File: config.mk
export PLATFORM = sky130hd
export DESIGN_NAME = cursor_sequence_buffer
export DESIGN_NICKNAME = d
export VERILOG_FILES = /design/src/rtl/csb_pkg.sv /design/src/rtl/cursor_sequence_buffer.sv /design/src/rtl/csb_cell.sv /design/src/rtl/csb_ctrl.sv
export VERILOG_INCLUDE_DIRS = /design/src /design/src/rtl
export SDC_FILE = /design/constraint.sdc
export NUM_CORES = 2
export LEC_CHECK = 0
export BUFFER_PORTS_ARGS = -buffer_cell sky130_fd_sc_hd__buf_2
export CORE_MARGIN = 1.5
export CORE_UTILIZATION = 50
export DETAILED_ROUTE_END_ITERATION = 7
export HOLD_SLACK_MARGIN = 0.02
export PLACE_DENSITY_LB_ADDON = 0.15
export SLEW_MARGIN = 20
export SYNTH_ARGS = -nofsm -noshare
export SYNTH_HDL_FRONTEND = slang
export SYNTH_HIERARCHICAL = 1
export SYNTH_SLANG_ARGS = --single-unit
File: constraint.sdc
create_clock -name clk_i -period 4.4 [get_ports clk_i]
set_input_delay 0 -clock clk_i [delete_from_list [all_inputs] [get_ports clk_i]]
set_output_delay 0 -clock clk_i [all_outputs]
set_load 0.005 [all_outputs]
File: src/rtl/cursor_sequence_buffer_macros.svh
// Assertion macros shared by the cursor sequence buffer RTL.
// Needs clk_i in the scope of each use, and rst_ni for CSB_ASSERT.
`ifndef CURSOR_SEQUENCE_BUFFER_MACROS_SVH
`define CURSOR_SEQUENCE_BUFFER_MACROS_SVH

`ifndef ASSERT_OFF
// Check under reset gating.
`define CSB_ASSERT(name, prop, msg) \
  name: assert property (@(posedge clk_i) disable iff (!rst_ni) prop) else $error(msg);
// Check at every edge, reset included.
`define CSB_ASSERT_ALWAYS(name, prop, msg) \
  name: assert property (@(posedge clk_i) prop) else $error(msg);
`else
`define CSB_ASSERT(name, prop, msg)
`define CSB_ASSERT_ALWAYS(name, prop, msg)
`endif

`endif

File: src/rtl/csb_pkg.sv
// Shared types and constants of the cursor sequence buffer.
// No dependencies.
package csb_pkg;

  localparam int DEPTH      = 32;
  localparam int DATA_WIDTH = 32;
  localparam int IDX_W      = $clog2(DEPTH);
  localparam int CNT_W      = $clog2(DEPTH + 1);

  typedef enum logic [3:0] {
    FN_START        = 4'd0,
    FN_END          = 4'd1,
    FN_LAST         = 4'd2,
    FN_ADVANCE      = 4'd3,
    FN_RETREAT      = 4'd4,
    FN_INSERT       = 4'd5,
    FN_INSERT_FRONT = 4'd6,
    FN_ATTACH       = 4'd7,
    FN_APPEND       = 4'd8,
    FN_REMOVE       = 4'd9,
    FN_REMOVE_FRONT = 4'd10,
    FN_READ_CURRENT = 4'd11,
    FN_READ_INDEX   = 4'd12
  } func_e;

  typedef enum logic [1:0] {
    ERR_OK         = 2'd0,
    ERR_FULL       = 2'd1,
    ERR_NO_CURRENT = 2'd2,
    ERR_RANGE      = 2'd3
  } err_e;

  typedef enum logic [1:0] {
    CELL_HOLD       = 2'd0,
    CELL_LOAD       = 2'd1,
    CELL_FROM_BELOW = 2'd2,
    CELL_FROM_ABOVE = 2'd3
  } cell_cmd_e;

  // Shift request from the controller to the row of cells.
  typedef struct packed {
    logic             ins;
    logic             rem;
    logic [IDX_W-1:0] at;
  } shift_t;

  // Status of one request, plus where to read its data word.
  typedef struct packed {
    logic             rd_en;
    logic [IDX_W-1:0] rd_idx;
    logic [CNT_W-1:0] cursor;
    logic [CNT_W-1:0] count;
    logic             has_cur;
    err_e             err;
  } res_t;

endpackage

File: src/rtl/cursor_sequence_buffer.sv
// Top level of the cursor sequence buffer: row of cells, controller, output stages.
// Depends on csb_pkg, csb_cell, csb_ctrl.
//
// The block keeps an ordered list of up to DEPTH words and a cursor, one
// request per accepted input item and one result per request. Each request
// takes effect at its accept edge: the row of cells shifts the words from the
// affected place one place up (insert, insert at front, attach, append) or down
// (remove, remove at front) in parallel, so a new request may follow in every
// cycle and the sustained rate is one request per clock while results are taken.
// A result is offered once it reaches the output register: the accept edge
// updates the cells and captures the status in the pending stage, and a later
// edge, when the output register is free or being taken, reads the addressed
// cell into it. A pending stage and an output register sit between the channels:
// while a result waits in the output register one more request is taken into
// the pending stage, and after that the input stalls until the waiting result
// is taken. No clearing pass after reset; words are read only once written.
module cursor_sequence_buffer import csb_pkg::*; (
  input  logic        clk_i,
  input  logic        rst_ni,
  input  logic        in_valid_i,
  output logic        in_ready_o,
  input  logic [3:0]  func_i,
  input  logic [31:0] value_i,
  input  logic [4:0]  position_i,
  output logic        out_valid_o,
  input  logic        out_ready_i,
  output logic [31:0] read_value_o,
  output logic [5:0]  cursor_o,
  output logic [5:0]  count_o,
  output logic        has_current_o,
  output logic [1:0]  error_o
);

  logic                  accept;
  shift_t                shift;
  res_t                  res;
  logic [DATA_WIDTH-1:0] load_word;
  logic [DATA_WIDTH-1:0] cell_data [DEPTH];

  // Pending stage: status of the last request, cells already updated.
  logic                  pend_valid_q;
  res_t                  pend_q;
  logic                  pend_move;

  // Output register.
  logic                  out_valid_q;
  logic [DATA_WIDTH-1:0] rd_word;
  logic [31:0]           out_value_q;
  logic [5:0]            out_cursor_q, out_count_q;
  logic                  out_has_q;
  logic [1:0]            out_err_q;

  // Advance pending into output when the output is free or being taken.
  assign pend_move  = pend_valid_q && (!out_valid_q || out_ready_i);
  assign in_ready_o = !pend_valid_q || pend_move;
  assign accept     = in_valid_i && in_ready_o;
  assign load_word  = DATA_WIDTH'(value_i);

  csb_ctrl u_ctrl (
    .clk_i      (clk_i),
    .rst_ni     (rst_ni),
    .accept_i   (accept),
    .func_i     (func_i),
    .position_i (position_i),
    .shift_o    (shift),
    .res_o      (res)
  );

  // Row of cells: each takes the new word, its lower or upper neighbor, or holds.
  for (genvar g = 0; g < DEPTH; g++) begin : g_cell
    cell_cmd_e             cmd;
    logic [DATA_WIDTH-1:0] below, above;

    always_comb begin
      cmd = CELL_HOLD;
      if (accept) begin
        priority if (shift.ins && IDX_W'(g) == shift.at)  cmd = CELL_LOAD;
        else if (shift.ins && IDX_W'(g) > shift.at)       cmd = CELL_FROM_BELOW;
        else if (shift.rem && IDX_W'(g) >= shift.at)      cmd = CELL_FROM_ABOVE;
        else                                               cmd = CELL_HOLD;
      end
    end

    if (g == 0) begin : g_first
      assign below = load_word;
    end else begin : g_mid_lo
      assign below = cell_data[g-1];
    end
    if (g == DEPTH - 1) begin : g_last
      assign above = cell_data[g];
    end else begin : g_mid_hi
      assign above = cell_data[g+1];
    end

    csb_cell u_cell (
      .clk_i   (clk_i),
      .cmd_i   (cmd),
      .load_i  (load_word),
      .below_i (below),
      .above_i (above),
      .data_o  (cell_data[g])
    );
  end

  // Read the addressed word from the cells once the shift has landed.
  assign rd_word = pend_q.rd_en ? cell_data[pend_q.rd_idx] : '0;

  always_ff @(posedge clk_i or negedge rst_ni) begin
    if (!rst_ni) begin
      pend_valid_q <= 1'b0;
      out_valid_q  <= 1'b0;
    end else begin
      if (accept) pend_valid_q <= 1'b1;
      else if (pend_move) pend_valid_q <= 1'b0;
      if (pend_move) out_valid_q <= 1'b1;
      else if (out_ready_i) out_valid_q <= 1'b0;
    end
  end

  // Payload registers: no reset.
  always_ff @(posedge clk_i) begin
    if (accept) pend_q <= res;
    if (pend_move) begin
      out_value_q  <= 32'(rd_word);
      out_cursor_q <= 6'(pend_q.cursor);
      out_count_q  <= 6'(pend_q.count);
      out_has_q    <= pend_q.has_cur;
      out_err_q    <= pend_q.err;
    end
  end

  assign out_valid_o   = out_valid_q;
  assign read_value_o  = out_value_q;
  assign cursor_o      = out_cursor_q;
  assign count_o       = out_count_q;
  assign has_current_o = out_has_q;
  assign error_o       = out_err_q;

endmodule

File: src/rtl/csb_cell.sv
// One storage cell of the cursor sequence buffer row.
// Depends on csb_pkg.
module csb_cell import csb_pkg::*; (
  input  logic                  clk_i,
  input  cell_cmd_e             cmd_i,
  input  logic [DATA_WIDTH-1:0] load_i,
  input  logic [DATA_WIDTH-1:0] below_i,
  input  logic [DATA_WIDTH-1:0] above_i,
  output logic [DATA_WIDTH-1:0] data_o
);

  logic [DATA_WIDTH-1:0] data_q, data_d;

  always_comb begin
    unique case (cmd_i)
      CELL_LOAD:       data_d = load_i;
      CELL_FROM_BELOW: data_d = below_i;
      CELL_FROM_ABOVE: data_d = above_i;
      default:         data_d = data_q;
    endcase
  end

  always_ff @(posedge clk_i) begin
    data_q <= data_d;
  end

  assign data_o = data_q;

endmodule

File: src/rtl/csb_ctrl.sv
// Cursor and count bookkeeping of the cursor sequence buffer.
// Depends on csb_pkg and cursor_sequence_buffer_macros.svh.
`include "cursor_sequence_buffer_macros.svh"

module csb_ctrl import csb_pkg::*; (
  input  logic       clk_i,
  input  logic       rst_ni,
  input  logic       accept_i,
  input  logic [3:0] func_i,
  input  logic [4:0] position_i,
  output shift_t     shift_o,
  output res_t       res_o
);

  logic [CNT_W-1:0] cursor_q, cursor_d;
  logic [CNT_W-1:0] count_q, count_d;
  logic             has_cur, full, pos_ok;
  err_e             err;
  logic             rd_op, rd_en;
  logic [IDX_W-1:0] rd_idx;

  assign has_cur = cursor_q < count_q;
  assign full    = count_q == CNT_W'(DEPTH);
  assign pos_ok  = int'(position_i) < int'(count_q);

  always_comb begin
    cursor_d      = cursor_q;
    count_d       = count_q;
    err           = ERR_OK;
    shift_o.ins   = 1'b0;
    shift_o.rem   = 1'b0;
    shift_o.at    = '0;
    rd_op         = 1'b0;
    rd_en         = 1'b0;
    rd_idx        = '0;
    unique case (func_i)
      FN_START: cursor_d = '0;
      FN_END: begin
        if (count_q == '0) err = ERR_NO_CURRENT;
        else cursor_d = count_q - CNT_W'(1);
      end
      FN_LAST: cursor_d = CNT_W'(DEPTH - 1);
      FN_ADVANCE: begin
        if (!has_cur) err = ERR_NO_CURRENT;
        else cursor_d = cursor_q + CNT_W'(1);
      end
      FN_RETREAT: begin
        if (cursor_q != '0) cursor_d = cursor_q - CNT_W'(1);
      end
      FN_INSERT, FN_INSERT_FRONT, FN_ATTACH, FN_APPEND: begin
        if (full) begin
          err = ERR_FULL;
        end else begin
          priority case (func_i)
            FN_INSERT:       cursor_d = has_cur ? cursor_q : '0;
            FN_INSERT_FRONT: cursor_d = '0;
            FN_ATTACH:       cursor_d = has_cur ? cursor_q + CNT_W'(1) : count_q;
            default:         cursor_d = count_q;
          endcase
          count_d     = count_q + CNT_W'(1);
          shift_o.ins = 1'b1;
          shift_o.at  = cursor_d[IDX_W-1:0];
        end
      end
      FN_REMOVE: begin
        if (!has_cur) begin
          err = ERR_NO_CURRENT;
        end else begin
          count_d     = count_q - CNT_W'(1);
          shift_o.rem = 1'b1;
          shift_o.at  = cursor_q[IDX_W-1:0];
        end
      end
      FN_REMOVE_FRONT: begin
        if (count_q == '0) begin
          err = ERR_NO_CURRENT;
        end else begin
          cursor_d    = '0;
          count_d     = count_q - CNT_W'(1);
          shift_o.rem = 1'b1;
        end
      end
      FN_READ_CURRENT: begin
        rd_op  = 1'b1;
        rd_en  = has_cur;
        rd_idx = cursor_q[IDX_W-1:0];
        if (!has_cur) err = ERR_NO_CURRENT;
      end
      FN_READ_INDEX: begin
        rd_op  = 1'b1;
        rd_en  = pos_ok;
        rd_idx = IDX_W'(position_i);
        if (!pos_ok) err = ERR_RANGE;
      end
      default: ;
    endcase
    // Other requests report the current entry after the update.
    if (!rd_op) begin
      rd_en  = cursor_d < count_d;
      rd_idx = cursor_d[IDX_W-1:0];
    end
  end

  assign res_o.rd_en   = rd_en;
  assign res_o.rd_idx  = rd_idx;
  assign res_o.cursor  = cursor_d;
  assign res_o.count   = count_d;
  assign res_o.has_cur = cursor_d < count_d;
  assign res_o.err     = err;

  always_ff @(posedge clk_i or negedge rst_ni) begin
    if (!rst_ni) begin
      cursor_q <= '0;
      count_q  <= '0;
    end else if (accept_i) begin
      cursor_q <= cursor_d;
      count_q  <= count_d;
    end
  end

  `CSB_ASSERT_ALWAYS(a_count_bound, count_q <= CNT_W'(DEPTH), "count above depth")
  `CSB_ASSERT(a_fail_no_change, accept_i && err != ERR_OK |=> $stable(count_q) && $stable(cursor_q), "failed request changed state")
  `CSB_ASSERT(a_idle_hold, !accept_i |=> $stable(count_q) && $stable(cursor_q), "state moved without a request")
  `CSB_ASSERT(a_shift_excl, !(shift_o.ins && shift_o.rem), "insert and remove at once")

endmodule

; ---- Word level (Yosys, flattened, before mapping)
; Cells that the tools add are included.
[totals]
elab_cells = 601
ff_bits = 1106
[op_classes]
addsub = 4
magnitude_cmp = 68
n_mux = 197
reduce_logical = 145
n_eq_ne = 139
n_bitwise = 1
[op_table]
columns = op, count
row1 = 32-bit one-hot mux with 3 select lines, 30
row2 = 2-bit two-way mux, 131
row3 = 32-bit binary-select mux with 5-bit select, 1
row4 = 32-bit one-hot mux with 2 select lines, 2
row5 = 2-bit equality test (second input constant), 63
row6 = 1-bit logical AND, 98
row7 = 3-bit nonzero test, 30
row8 = 5-bit equality test (first input constant), 16
row9 = 5-bit greater-or-equal comparator (first input constant), 16
row10 = 5-bit greater-than comparator (first input constant), 16
row11 = 6-bit two-way mux, 11
row12 = 2-bit by 1-bit equality test with 1-bit output (second input constant), 32
row13 = 32-bit two-way mux, 2
row14 = 6-bit one-hot mux with 7 select lines, 1
row15 = 4-bit by 5-bit equality test with 1-bit output (first input constant), 8
row16 = 4-bit by 5-bit greater-or-equal comparator with 1-bit output (first input constant), 8
row17 = 4-bit by 5-bit greater-than comparator with 1-bit output (first input constant), 8
row18 = 6-bit one-hot mux with 3 select lines, 2
row19 = 3-bit by 5-bit equality test with 1-bit output (first input constant), 4
row20 = 4-bit equality test (second input constant), 5
row21 = 3-bit by 5-bit greater-or-equal comparator with 1-bit output (first input constant), 4
row22 = 3-bit by 5-bit greater-than comparator with 1-bit output (first input constant), 4
row23 = 5-bit one-hot mux with 2 select lines, 2
row24 = 4-bit by 3-bit equality test with 1-bit output (second input constant), 4
row25 = 29 further kinds, 56

; ---- Depth between registers and ports, before layout
[depth]
ltp_word = 14
depth_mapped = 24
depth_no_buf = 18

; ---- Cells and area by module
; The synthesis kept the hierarchy.
[by_module_without_submodules]
columns = mod, seq_area_each_um2, area_per_inst_um2, n_inst, cells_each
row1 = csb_cell, 960.9, 1672.9, 32, 140
row2 = cursor_sequence_buffer, 2092.0, 11359.6, 1, 913
row3 = csb_ctrl, 300.3, 2605.0, 1, 358

; ---- Worst setup path before layout
; OpenSTA, ideal clock, no wires.
[synth_timing]
path_kind = register to register
from = reg u_ctrl.count_q[3]
to = reg g_cell[1].u_cell.data_q[0], enable pin
t_required_ns = 4.025
setup_ns = 0.375
path_buffers = 6
synth_period_minus_slack_ns = 4.865
arrival_ns = 4.490
stages_incl_launch_ff = 22
path_slack_ns = -0.465
path_cell_list = dfrtp_1 > buf_2 > inv_1 > ha_1 > a21oi_1 > o21ai_1 > a21o_4 > inv_2 > buf_2 > ha_1 > a211oi_1 > nor4b_2 > a2111oi_4 > nand2_1 > nand2_1 > clkbuf_1 > clkbuf_1 > inv_1 > a2111oi_0 > buf_6 > buf_12 > or2_2
[synth_lines]
columns = element, line_no
row1 = from (decl), csb_ctrl.sv:16  ; logic [CNT_W-1:0] count_q, count_d;
row2 = from (signal assigned), csb_ctrl.sv:117  ; count_q <= count_d;
row3 = to (signal assigned), csb_cell.sv:24  ; data_q <= data_d;
row4 = to (decl), csb_cell.sv:12  ; logic [DATA_WIDTH-1:0] data_q, data_d;

==> qor.txt <==
Status = finished with violations
Failing checks = design-rule violations
Clock Path Buffers = 3
EDFF count, synth = 1,092
Worst slew pin tran = 1.01 ns
R2R depth = 15
Async S/R FF share, synth = 1.27%
WS Path Type = register to register
Yosys synthesis warning count = 6
Synth top area cells = edfxtp_1, mux2i_1, a21oi_1
CTS tree = built
Crit path to = g_cell[2].u_cell/data_o[17]
Power Density = 437 mW/mm2
Port bufs = 93
Post-Syn Nets = 5,817
Cells after synthesis = 5,751
Htree depth = 3
Total track usage = 29.7%
Clock-pin transition on the worst setup and hold timing paths = 0.06 ns
Post-layout util = 56.3%
CTS sink cnt = 1,106
Switching share of power = 32.2%
Hold wc startpoint = out_ready_i
Worst path buffer plus inverter count = 4
Final slew viol count = 0
Sequential share of the synthesized area = 49.1%
Drt first pass iters = 8
Via density = 6.22
P_int = 0.0223 W
Die ar. = 0.137 mm2
Clk network pwr share = 30.2%
Worst r2r src = u_ctrl/count_q[5]
Final Setup Violations = 0
Share of layout cells above drive strength 1 = 17.4%
Pin count of the biggest net entering global routing = 98
First-pass GRT wire length = 310,000 um
GR Layer Usage met3 = 3.31%
IO Pins = 94
Cell Rows = 134
Max transition margin = 33.0%
R2R setup slack = 0.15 ns
Post-synthesis register bit count = 1,106
Global-route met2 utilization = 49.8%
RSZ-0062 raised after global routing = false
Area Overhead vs Synth = 11.5%
GRT met1 Usage = 39.8%
Max cap viols = 0
CTS Buf Count = 121
Final wirelength = 206,000 um
Worst setup EP type = register
Drt wl/cell = 26.6 um
Startpoint Class = register
Critical Path Source = u_ctrl/count_q[5]
Initial Util = 50.5%
Initial antenna violation count = 2
Setup TNS = 0 ns
Mapped Area = 0.0675 mm2
ANT nets after route = 0
Hold Path Stages = 4
Starting DRT DRC Count = 4,752
Synth Flop Type = edfxtp_1
Chip height = 370 um
Dpl ws = -0.317 ns
Switching power = 0.0106 W
Worst Hold Class = input port to register
Grt ovf = 0
Critical path's slowest cell = or3_4
Root Buffer = clkbuf_16
Stages on the worst setup path = 15
Lkg Pwr = 24.2 nW
Final period utilization = 96.5%
CP Data Required Time = 4.87 ns
# diodes = 0
Top cell family by delay on the critical path = compound AO/OA/AOI/OAI gates
Worst Slack Setup Final = 0.154 ns
DIE WIDTH = 370 um
Library cells used by synthesis = 82
Area of the core = 0.134 mm2
Vias in the first global route = 47,900
F_max = 0.236 GHz
Highest cell delay on the worst timing path = 0.53 ns
# DRC = 4
Clk_skew = 0.0305 ns
Synth top area share = 48.6%
Final Critical Period = 4.25 ns
CP Cell Sequence = clkinv_1, ha_1, a21oi_1, o21ai_1, a21o_4, buf_4, a31oi_1, o32ai_1, a31o_2, or3_4, a2111oi_4, buf_4, buf_12, mux2i_1, a21oi_1
Combinational cell fraction of total power = 27.0%
RR Endpoint = g_cell[2].u_cell/data_o[17]
Avg Cell Area, Syn = 11.7 um2
Detail Placement HPWL = 147,000 um
Placer Congestion = 0.929
Final Hold Vio Count = 0
Global route hottest layer = met2
Final Power = 0.0329 W
Seq pwr share = 42.8%
Largest fanout on the critical path = 16
Peak supply drop = 0.406 mV
Area leader, netlist = edfxtp_1
Hold Slack = 0.0774 ns
Arrival time of the worst setup path = 4.72 ns
Vias = 48,100
Layout Nets = 5,941
Clock latency on the worst-skew pair = 0.76 ns
[synthesized netlist by cell type (all sizes together) (4+ instances only)]
| cell type | number |
|---|---|
| edfxtp | 1092 |
| nor2 | 1092 |
| a21oi | 1090 |
| mux2i | 1090 |
| buf | 342 |
| mux4 | 224 |
| clkbuf | 159 |
| nand2 | 80 |
| mux2 | 69 |
| o21ai | 51 |
| a31oi | 43 |
| a22oi | 39 |
| or2 | 35 |
| o221ai | 34 |
| inv | 25 |
| a221oi | 24 |
| ha | 21 |
| nor3 | 20 |
| nand3 | 18 |
| nor2b | 17 |
| dfrtp | 14 |
| nand2b | 14 |
| a21o | 13 |
| a211oi | 11 |
| and2 | 11 |
| and3 | 11 |
| o2111ai | 11 |
| xnor2 | 11 |
| nand4 | 9 |
| o211ai | 8 |
| o31ai | 7 |
| o21a | 6 |
| a2111oi | 4 |
| a21boi | 4 |
| a31o | 4 |
| nor3b | 4 |
[repair_timing]
action                                 4_1_cts  5_1_grt
gates cloned                                 0        1
setup buffers                                0       22
setup endpoints to repair                   64      389
pin swaps                                    1        5
endpoints found under the hold margin      959        0
gates resized for setup                      1       17
hold buffers                                48        0
[stage by stage]
stage	cells	instance area [um2]
after floorplan	5751	67500
after global placement	7448	70700
after detailed placement	7448	70700
after CTS	7713	75000
after global routing	7737	75200
final	7737	75200
[worst reg2reg max path, delay by kind of cell (launching register included)]
kind	cells	cell delay (ns)
flops	1	0.35
simple gates	1	0.53
compound gates	8	1.79
buf+inv	4	0.73
fa+ha+maj	1	0.32
mux	1	0.24
[final cells by class]
class                           instances  area (um2)
Clock buffer                          154        3220
Clock inverter                         63         528
Fill cell                           11200       58400
Inverter                               26        97.6
Multi-Input combinational cell       4118       30800
Sequential cell                      1106       33100
Tap cell                             1768        2210
Timing Repair Buffer                  502        5230
[flip-flops by register name, indices dropped and copies added (netlist names)]
register	flops
read_value_o	32
error_o	2
u_ctrl/cursor_q	6
count_o	6
u_ctrl/count_q	6
pend_q	21
g_cell.u_cell/data_o	1024
has_current_o	1
out_valid_o	1
cursor_o	6
pend_valid_q	1
[cells in the final DEF (no fill, tap or decap), types with 12 or more instances in the layout]
cell type / count
a21o_1: 12
a21oi_1: 1068
a21oi_4: 22
a221oi_1: 23
a22oi_1: 39
a31oi_1: 42
buf_12: 122
buf_2: 93
buf_4: 231
clkbuf_1: 28
clkbuf_16: 124
clkinv_1: 25
clkinv_2: 25
dfrtp_1: 14
dlygate4sd3_1: 48
edfxtp_1: 1092
ha_1: 21
inv_1: 23
mux2_2: 68
mux2i_1: 1089
mux4_2: 224
nand2_1: 78
nand2b_1: 14
nand3_1: 18
nor2_1: 1076
nor2_4: 15
nor2b_1: 12
o21ai_0: 43
o221ai_1: 34
or2_2: 24
[cell families after synthesis]
| group | share of synthesized area, % |
|---|---|
| muxes | 24.8 |
| AOI/OAI and AO/OA | 11.2 |
| and+or+nand+nor | 7.99 |
| DFF | 49.1 |
| buffers and inverters | 6.28 |
| adders and majority gates | 0.389 |
| xor gates and xnor gates | 0.182 |
[worst min path at each step]
| stage | slack [ns] | to |
|---|---|---|
| finish | 0.08 | out_valid_o |
| detailed placement | -0.06 | u_ctrl/count_q[2] |
| CTS | 0.03 | out_valid_o |
| global placement | -0.06 | out_valid_o |
| floorplan | -0.30 | out_valid_o |
| global route | 0.09 | pend_valid_q |
[power groups by stage]
stage	combinational, W	clock [W]	sequential (W)
CTS	0.00877	0.0101	0.0141
finish	0.00889	0.00993	0.0141
floorplan	0.00576	0	0.0139
global placement	0.00854	0	0.0143
global route	0.00950	0.0105	0.0142
detailed placement	0.00870	0	0.0143
[metal layers]
layer	wire, um	part of all wire [%]
met5	0	0
met4	7880	3.8
met3	12300	6.0
met2	101000	49
met1	84600	41
No activity file was read; power rests on OpenSTA's default activity.
